## config.mk

```make
export PLATFORM = sky130hd
export DESIGN_NAME = sha256_hash_engine_unit
export DESIGN_NICKNAME = d
export VERILOG_FILES = /design/src/sv/sha_pkg.sv /design/src/sv/sha_fifo.sv /design/src/sv/sha_front.sv /design/src/sv/sha_back.sv /design/src/sv/sha256_hash_engine_unit.sv
export SDC_FILE = /design/constraint.sdc
export NUM_CORES = 2
export LEC_CHECK = 0
export CORE_MARGIN = 2
export CORE_UTILIZATION = 23
export DETAILED_ROUTE_END_ITERATION = 10
export DONT_BUFFER_PORTS = 1
export GPL_TIMING_DRIVEN = 0
export SYNTH_ARGS = -nofsm -noshare
export SYNTH_HDL_FRONTEND = slang
export SYNTH_SLANG_ARGS = --single-unit
```

## constraint.sdc

```tcl
create_clock -name clk -period 31.6 [get_ports clk]
set_input_delay 3.16 -clock clk [delete_from_list [all_inputs] [get_ports clk]]
set_output_delay 3.16 -clock clk [all_outputs]
set_load 0.02 [all_outputs]
```

## src/sv/sha_pkg.sv

```systemverilog
`timescale 1ns / 1ps
// ----------------------------------------------------------------------------
// sha_pkg
// Shared types and constants of the SHA-256 hash engine: the word item that
// travels from the front end to the compression back end, the round
// constants and the initial hash values.
// ----------------------------------------------------------------------------
package sha_pkg;

  localparam int WordW = 32;
  localparam int Rounds = 64;
  localparam int HashWords = 8;
  localparam int SchedWords = 16;
  localparam logic [7:0] PadByte = 8'h80;

  typedef struct packed {
    logic [WordW-1:0] word;
    logic             blk_last;
    logic             fin;
  } sha_word_t;

  localparam logic [WordW-1:0] RoundK [Rounds] = '{
    32'h428a2f98, 32'h71374491, 32'hb5c0fbcf, 32'he9b5dba5,
    32'h3956c25b, 32'h59f111f1, 32'h923f82a4, 32'hab1c5ed5,
    32'hd807aa98, 32'h12835b01, 32'h243185be, 32'h550c7dc3,
    32'h72be5d74, 32'h80deb1fe, 32'h9bdc06a7, 32'hc19bf174,
    32'he49b69c1, 32'hefbe4786, 32'h0fc19dc6, 32'h240ca1cc,
    32'h2de92c6f, 32'h4a7484aa, 32'h5cb0a9dc, 32'h76f988da,
    32'h983e5152, 32'ha831c66d, 32'hb00327c8, 32'hbf597fc7,
    32'hc6e00bf3, 32'hd5a79147, 32'h06ca6351, 32'h14292967,
    32'h27b70a85, 32'h2e1b2138, 32'h4d2c6dfc, 32'h53380d13,
    32'h650a7354, 32'h766a0abb, 32'h81c2c92e, 32'h92722c85,
    32'ha2bfe8a1, 32'ha81a664b, 32'hc24b8b70, 32'hc76c51a3,
    32'hd192e819, 32'hd6990624, 32'hf40e3585, 32'h106aa070,
    32'h19a4c116, 32'h1e376c08, 32'h2748774c, 32'h34b0bcb5,
    32'h391c0cb3, 32'h4ed8aa4a, 32'h5b9cca4f, 32'h682e6ff3,
    32'h748f82ee, 32'h78a5636f, 32'h84c87814, 32'h8cc70208,
    32'h90befffa, 32'ha4506ceb, 32'hbef9a3f7, 32'hc67178f2
  };

  localparam logic [WordW-1:0] InitH [HashWords] = '{
    32'h6a09e667, 32'hbb67ae85, 32'h3c6ef372, 32'ha54ff53a,
    32'h510e527f, 32'h9b05688c, 32'h1f83d9ab, 32'h5be0cd19
  };

endpackage

```

## src/sv/sha_fifo.sv

```systemverilog
`timescale 1ns / 1ps
// ----------------------------------------------------------------------------
// sha_fifo
// Short word queue between the front end and the compression back end.
// ----------------------------------------------------------------------------
module sha_fifo #(
  parameter int Depth = 4
) (
  input  logic                clk,
  input  logic                rst,
  input  logic                push,
  input  sha_pkg::sha_word_t  push_data,
  output logic                full,
  input  logic                pop,
  output logic                avail,
  output sha_pkg::sha_word_t  pop_data
);

  localparam int PtrW = (Depth > 1) ? $clog2(Depth) : 1;
  localparam int CntW = $clog2(Depth + 1);

  sha_pkg::sha_word_t slots [Depth];
  logic [PtrW-1:0] wr_ptr;
  logic [PtrW-1:0] rd_ptr;
  logic [CntW-1:0] fill;
  logic            do_push;
  logic            do_pop;

  assign full     = (fill == CntW'(Depth));
  assign avail    = (fill != '0);
  assign pop_data = slots[rd_ptr];
  assign do_push  = push && !full;
  assign do_pop   = pop && avail;

  always_ff @(posedge clk) begin
    if (rst) begin
      wr_ptr <= '0;
      rd_ptr <= '0;
      fill   <= '0;
    end else begin
      if (do_push) begin
        slots[wr_ptr] <= push_data;
        wr_ptr <= (wr_ptr == PtrW'(Depth - 1)) ? '0 : wr_ptr + 1'b1;
      end
      if (do_pop) begin
        rd_ptr <= (rd_ptr == PtrW'(Depth - 1)) ? '0 : rd_ptr + 1'b1;
      end
      if (do_push && !do_pop) begin
        fill <= fill + 1'b1;
      end else if (do_pop && !do_push) begin
        fill <= fill - 1'b1;
      end
    end
  end

endmodule

```

## src/sv/sha_front.sv

```systemverilog
`timescale 1ns / 1ps
// ----------------------------------------------------------------------------
// sha_front
// Byte intake: packs message bytes into big-endian words, keeps the byte
// count and, at the end of a message, emits the padding and length words.
// ----------------------------------------------------------------------------
module sha_front (
  input  logic                clk,
  input  logic                rst,
  input  logic                s_tvalid,
  output logic                s_tready,
  input  logic [7:0]          s_tdata,
  input  logic                s_tuser,
  input  logic                s_tlast,
  output logic                push,
  output sha_pkg::sha_word_t  push_data,
  input  logic                full
);

  typedef enum logic {
    F_IDLE,
    F_PAD
  } front_state_t;

  front_state_t state;
  logic [63:0]  cnt;
  logic [63:0]  cnt_next;
  logic [31:0]  acc;
  logic [31:0]  acc_next;
  logic [31:0]  merged;
  logic [63:0]  bits;
  logic [3:0]   widx;
  logic         first;
  logic         final_blk;
  logic         take;
  logic         take_byte;

  assign s_tready  = (state == F_IDLE) && !full;
  assign take      = s_tvalid && s_tready;
  assign take_byte = take && s_tuser;
  assign cnt_next  = cnt + {63'd0, take_byte};
  assign bits      = {cnt[60:0], 3'b000};

  always_comb begin
    acc_next = acc;
    merged   = '0;
    for (int l = 0; l < 4; l++) begin
      if (cnt[1:0] == 2'(l)) begin
        acc_next[31 - 8 * l -: 8] = s_tdata;
        merged[31 - 8 * l -: 8]   = sha_pkg::PadByte;
      end else if (2'(l) < cnt[1:0]) begin
        merged[31 - 8 * l -: 8]   = acc[31 - 8 * l -: 8];
      end
    end
  end

  always_comb begin
    push      = 1'b0;
    push_data = '0;
    case (state)
      F_IDLE: begin
        push               = take_byte && (cnt[1:0] == 2'd3);
        push_data.word     = acc_next;
        push_data.blk_last = (cnt[5:0] == 6'd63);
        push_data.fin      = 1'b0;
      end
      F_PAD: begin
        push = !full;
        if (first) begin
          push_data.word = merged;
        end else if (final_blk && widx == 4'd14) begin
          push_data.word = bits[63:32];
        end else if (final_blk && widx == 4'd15) begin
          push_data.word = bits[31:0];
        end else begin
          push_data.word = '0;
        end
        push_data.blk_last = (widx == 4'd15);
        push_data.fin      = final_blk && (widx == 4'd15);
      end
      default: begin
        push = 1'b0;
      end
    endcase
  end

  always_ff @(posedge clk) begin
    if (rst) begin
      state     <= F_IDLE;
      cnt       <= '0;
      widx      <= '0;
      first     <= 1'b0;
      final_blk <= 1'b0;
    end else begin
      case (state)
        F_IDLE: begin
          if (take) begin
            acc <= take_byte ? acc_next : acc;
            cnt <= cnt_next;
            if (s_tlast) begin
              state     <= F_PAD;
              first     <= 1'b1;
              widx      <= cnt_next[5:2];
              final_blk <= (cnt_next[5:3] != 3'd7);
            end
          end
        end
        F_PAD: begin
          if (!full) begin
            first <= 1'b0;
            widx  <= widx + 1'b1;
            if (widx == 4'd15) begin
              if (final_blk) begin
                state <= F_IDLE;
                cnt   <= '0;
              end else begin
                final_blk <= 1'b1;
              end
            end
          end
        end
        default: begin
          state <= F_IDLE;
        end
      endcase
    end
  end

endmodule

```

## src/sv/sha_back.sv

```systemverilog
`timescale 1ns / 1ps
// ----------------------------------------------------------------------------
// sha_back
// Compression back end: loads sixteen words into the schedule window, runs
// one SHA-256 round per cycle, folds the result into the hash words and
// presents the digest in an output register.
// ----------------------------------------------------------------------------
module sha_back (
  input  logic                clk,
  input  logic                rst,
  input  logic                avail,
  input  sha_pkg::sha_word_t  pop_data,
  output logic                pop,
  output logic                m_tvalid,
  input  logic                m_tready,
  output logic [255:0]        m_tdata
);

  typedef enum logic [1:0] {
    B_LOAD,
    B_ROUND,
    B_ADD
  } back_state_t;

  function automatic logic [31:0] rotr(input logic [31:0] x, input int n);
    return (x >> n) | (x << (32 - n));
  endfunction

  back_state_t state;
  logic [31:0] h   [sha_pkg::HashWords];
  logic [31:0] v   [sha_pkg::HashWords];
  logic [31:0] w   [sha_pkg::SchedWords];
  logic [31:0] sum [sha_pkg::HashWords];
  logic [5:0]  rnd;
  logic        fin;
  logic [31:0] t1;
  logic [31:0] t2;
  logic [31:0] w_new;
  logic        finish_ok;
  logic        out_load;

  assign pop       = (state == B_LOAD) && avail;
  assign finish_ok = !fin || !m_tvalid || m_tready;
  assign out_load  = (state == B_ADD) && fin && finish_ok;

  always_comb begin
    t1 = v[7] + (rotr(v[4], 6) ^ rotr(v[4], 11) ^ rotr(v[4], 25))
       + ((v[4] & v[5]) ^ (~v[4] & v[6])) + sha_pkg::RoundK[rnd] + w[0];
    t2 = (rotr(v[0], 2) ^ rotr(v[0], 13) ^ rotr(v[0], 22))
       + ((v[0] & v[1]) ^ (v[0] & v[2]) ^ (v[1] & v[2]));
    w_new = (rotr(w[14], 17) ^ rotr(w[14], 19) ^ (w[14] >> 10)) + w[9]
          + (rotr(w[1], 7) ^ rotr(w[1], 18) ^ (w[1] >> 3)) + w[0];
    for (int i = 0; i < sha_pkg::HashWords; i++) begin
      sum[i] = h[i] + v[i];
    end
  end

  always_ff @(posedge clk) begin
    if (rst) begin
      state    <= B_LOAD;
      rnd      <= '0;
      fin      <= 1'b0;
      m_tvalid <= 1'b0;
      for (int i = 0; i < sha_pkg::HashWords; i++) begin
        h[i] <= sha_pkg::InitH[i];
      end
    end else begin
      if (out_load) begin
        m_tvalid <= 1'b1;
      end else if (m_tvalid && m_tready) begin
        m_tvalid <= 1'b0;
      end
      case (state)
        B_LOAD: begin
          if (avail) begin
            for (int i = 0; i < sha_pkg::SchedWords - 1; i++) begin
              w[i] <= w[i + 1];
            end
            w[sha_pkg::SchedWords - 1] <= pop_data.word;
            if (pop_data.blk_last) begin
              for (int i = 0; i < sha_pkg::HashWords; i++) begin
                v[i] <= h[i];
              end
              rnd   <= '0;
              fin   <= pop_data.fin;
              state <= B_ROUND;
            end
          end
        end
        B_ROUND: begin
          for (int i = 0; i < sha_pkg::SchedWords - 1; i++) begin
            w[i] <= w[i + 1];
          end
          w[sha_pkg::SchedWords - 1] <= w_new;
          v[7] <= v[6];
          v[6] <= v[5];
          v[5] <= v[4];
          v[4] <= v[3] + t1;
          v[3] <= v[2];
          v[2] <= v[1];
          v[1] <= v[0];
          v[0] <= t1 + t2;
          rnd  <= rnd + 1'b1;
          if (rnd == 6'(sha_pkg::Rounds - 1)) begin
            state <= B_ADD;
          end
        end
        B_ADD: begin
          if (finish_ok) begin
            state <= B_LOAD;
            if (fin) begin
              m_tdata  <= {sum[6], sum[7], sum[4], sum[5],
                           sum[2], sum[3], sum[0], sum[1]};
              for (int i = 0; i < sha_pkg::HashWords; i++) begin
                h[i] <= sha_pkg::InitH[i];
              end
            end else begin
              for (int i = 0; i < sha_pkg::HashWords; i++) begin
                h[i] <= sum[i];
              end
            end
          end
        end
        default: begin
          state <= B_LOAD;
        end
      endcase
    end
  end

endmodule

```

## src/sv/sha256_hash_engine_unit.sv

```systemverilog
`timescale 1ns / 1ps
// ----------------------------------------------------------------------------
// sha256_hash_engine_unit
// SHA-256 hash engine fed one message byte per transfer; emits the 256-bit
// digest at the end of each message.
//
//   channel  dir  tdata                     tuser          tlast
//   s_*      in   data_byte[7:0]            byte_present   msg_end
//   m_*      out  digest_part0..part3, 64b  -              -
//
// Bytes are taken one per cycle while the word queue has room and no padding
// is being sent. Each block costs the back end 16 queue pops, 64 rounds (one
// round per cycle) and a fold; the four queue slots let the front end take
// bytes of the next block while the back end runs rounds. Message end pads
// out the current block and adds one more block of 16 words when fewer than
// nine bytes of it remain free. Reset is synchronous and needs no clearing
// pass; a digest not yet taken holds the back end at the next message end.
// ----------------------------------------------------------------------------
module sha256_hash_engine_unit #(
  parameter int FifoDepth = 4
) (
  input  logic         clk,
  input  logic         rst,
  input  logic         s_tvalid,
  output logic         s_tready,
  input  logic [7:0]   s_tdata,   // data_byte
  input  logic         s_tuser,   // byte_present
  input  logic         s_tlast,   // msg_end
  output logic         m_tvalid,
  input  logic         m_tready,
  output logic [255:0] m_tdata    // digest_part0, part1, part2, part3
);

  logic               push;
  sha_pkg::sha_word_t push_data;
  logic               full;
  logic               pop;
  logic               avail;
  sha_pkg::sha_word_t pop_data;

  sha_front u_front (
    .clk       (clk),
    .rst       (rst),
    .s_tvalid  (s_tvalid),
    .s_tready  (s_tready),
    .s_tdata   (s_tdata),
    .s_tuser   (s_tuser),
    .s_tlast   (s_tlast),
    .push      (push),
    .push_data (push_data),
    .full      (full)
  );

  sha_fifo #(
    .Depth (FifoDepth)
  ) u_fifo (
    .clk       (clk),
    .rst       (rst),
    .push      (push),
    .push_data (push_data),
    .full      (full),
    .pop       (pop),
    .avail     (avail),
    .pop_data  (pop_data)
  );

  sha_back u_back (
    .clk      (clk),
    .rst      (rst),
    .avail    (avail),
    .pop_data (pop_data),
    .pop      (pop),
    .m_tvalid (m_tvalid),
    .m_tready (m_tready),
    .m_tdata  (m_tdata)
  );

endmodule

```

==> impl_metrics.tcl <==
set metrics [dict create \
    nets 7902 \
    layout-drive-gt1-share 0.0592 \
    cap_violations 0 \
    chipWidth_um 603 \
    post_cts_buffers 0 \
    gr-total-overflow 0 \
    cts_tree "yes" \
    cts_buffers 172 \
    postCtsHoldBufs 0 \
    synth_xor_area_frac 0.0658 \
    fillers 37300 \
    syn_avg_cell_area_um2 11.7 \
    synth_compound_area_frac 0.117 \
    ant_nets 0 \
    fin_crit_sh 0.373 \
    placeableCoreArea_um2 358000 \
    routabilityCongestion 0.992 \
    num_vias 57300 \
    crit_family "compound AO/OA/AOI/OAI gates" \
    vias_per_cell 4.70 \
    synth_async_sr_flop_share 0 \
    grt_max_degree 83 \
    ys_seq_area_frac 0.544 \
    crit_required_ns 32.17 \
    seq_area_um2 44900 \
    dp_hpwl_mm 227 \
    antenna_found_initial 16 \
    initial_core_util 0.231 \
    max_clock_freq_mhz 84.9 \
    drtIter0Drc 6314 \
    synth-main-ff-cell "edfxtp_1" \
    wirelength_mm 291 \
    critPathBufInv 7 \
    pin_count 272 \
    fin_skew_ns 0.107 \
    synth_top_family_by_area "compound AO/OA/AOI/OAI gates" \
    cts_buffer_depth 4 \
    period_needed_ns 11.77 \
    ys_types 87 \
    htreeDepth 4 \
    yosys_register_bits 1535 \
    hold_ws_ns 0.389 \
    post-route-util 0.266 \
    multi_input_area_um2 35500 \
    grt_pass1_wl_mm 406 \
    syn_area_um2 82600 \
    post_drt_wl_per_cell_um 23.8 \
    cp_common_cell "inv_1" \
    yosysWarningCount 0 \
    synth_fa_ha_area_frac 0.111 \
    setup_viol 0 \
    critPathMaxStageDelay_ns 0.83 \
    synth.net_count 7683 \
    route.detailed.drc 0 \
    slew_violations 0 \
    muxShareOfSynthArea 0.0214 \
    ctsResizeCount 0 \
    cp_data_arrival_time_ns 12.34 \
    cts_num_sinks 1535 \
    worst_slack_ns 19.83 \
    grt_pass1_vias 54200 \
    port_buffers 0 \
    dp_slack_ns 20.12 \
    grt_setup_unrepaired "false" \
    drt_pass1_iterations 6 \
    endpoint_kind "flip-flop" \
    synth_edf_count 1416 \
    clockRootBuffer "clkbuf_16" \
    worst_slew_pin_slew_ns 1.47 \
    status "finished, final reports clean" \
    die_h_um 603 \
    grt_usage 0.154 \
    cpMaxStageDelayCell "xnor2_1" \
    insertion_delay_ns 0.89 \
    cp_max_fo 11 \
    synthToLayoutAreaGrowth_pct 15.2 \
    die_area_um2 364000 \
    hold_class "flip-flop to flip-flop" \
    finalHoldViolations 0 \
    num_rows 220 \
    rrSetupSlack_ns 19.83 \
    slew_headroom 0.0181 \
    synthSimpleGateAreaFrac 0.113 \
    start_kind "flip-flop" \
    clk_pin_slew_ns 0.06 \
    critPathKind "flip-flop to flip-flop" \
    syn_inst 7070 \
]
-- cells in the mapped netlist (54+ instances only) --
cell | instances | area share
fa_1 | 196 | 0.047
a21o_1 | 172 | 0.016
o21ai_0 | 350 | 0.021
xor2_1 | 190 | 0.020
nor2b_1 | 54 | 0.0041
nor2_1 | 392 | 0.018
clkbuf_1 | 251 | 0.011
nand3_1 | 106 | 0.0064
nand2_1 | 939 | 0.043
a211oi_1 | 64 | 0.0058
o21bai_1 | 69 | 0.0063
nor3_1 | 78 | 0.0047
dfxtp_1 | 119 | 0.029
edfxtp_1 | 1416 | 0.51
a21oi_1 | 434 | 0.026
inv_1 | 328 | 0.015
xnor2_1 | 425 | 0.045
and2_1 | 123 | 0.0093
nand2b_1 | 168 | 0.013
ha_1 | 403 | 0.061
-- sequential cells by signal, indices dropped and copies added (netlist names), named ones only --
register	flops
u_back.fin	1
u_back.h	256
u_back.m_tdata	256
u_back.m_tvalid	1
u_back.rnd	6
u_back.state	2
u_back.v	256
u_back.w	512
u_fifo.fill	3
u_fifo.rd_ptr	2
u_fifo.slots	136
u_fifo.wr_ptr	2
u_front.acc	32
u_front.cnt	61
u_front.final_blk	1
u_front.first	1
u_front.state	1
u_front.widx	4
-- through the flow --
stage,std cells,setup TNS (ns),area (um^2)
global route,12200,0,95200
global placement,11800,-4248.31,88600
CTS,12200,0,95200
floorplan,7070,0,82600
detailed placement,11900,0,89700
finish,12200,0,95200
-- routing by layer --
metal,track usage,vias to the layer above,share of wire
met5,0,-,0.00024
met4,0.0922,8,0.068
met3,0.0288,577,0.077
met2,0.238,2450,0.44
met1,0.201,28300,0.41
li1,-,26000,-
-- path summary, 6_finish.rpt --
kind / startpoint / depth (start not counted) / endpoint
setup reg to reg: u_back.rnd[0] / 36 / u_back.v[0][28]
hold reg to reg: u_back.w[15][15] / 0 / u_back.w[14][15]
hold / removal: u_back.w[15][15] / 0 / u_back.w[14][15]
setup / recovery: u_back.rnd[0] / 36 / u_back.v[0][28]
-- cell usage in the layout, fill, tap and decap left out, drive strengths merged, types with 51 or more instances in the layout --
cell type	synthesis	routed
edfxtp	1416	1416
nand2	939	939
clkbuf	251	449
a21oi	435	435
xnor2	425	425
ha	403	403
nor2	392	392
o21ai	360	360
inv	328	335
fa	196	196
xor2	190	190
a21o	172	172
nand2b	168	168
and2	123	123
dfxtp	119	119
nand3	106	106
nor3	83	83
buf	31	76
o21bai	69	69
a211oi	64	64
clkinv	1	62
nor2b	54	54
o21a	52	52
mux2	52	52
a31oi	51	51
-- cell type report --
cell class / instances / share of cell area
inverters: 329 / 0.0130
clock inverters: 97 / 0.0102
well taps: 4773 / 0.0628
flip-flops and latches: 1535 / 0.472
clock buffers: 198 / 0.0473
repair buffers: 45 / 0.0110
plain buffers: 282 / 0.0113
diodes: 3 / 0.0000789
multi-input cells: 4924 / 0.373
-- cells by family (layout without fill, tap and decap cells) --
kind of cell | Yosys count | after routing
multiplexers | 123 | 123
other | 0 | 3
buffers and inverters | 611 | 951
AND/OR/NAND/NOR | 2046 | 2046
adder cells (fa/ha/maj) | 621 | 621
XOR/XNOR | 617 | 617
AO/OA/AOI/OAI | 1517 | 1517
flip-flops | 1535 | 1535
Power is not shown: default switching activity piles up to over one toggle a cycle in this logic, so the estimate is an artifact.
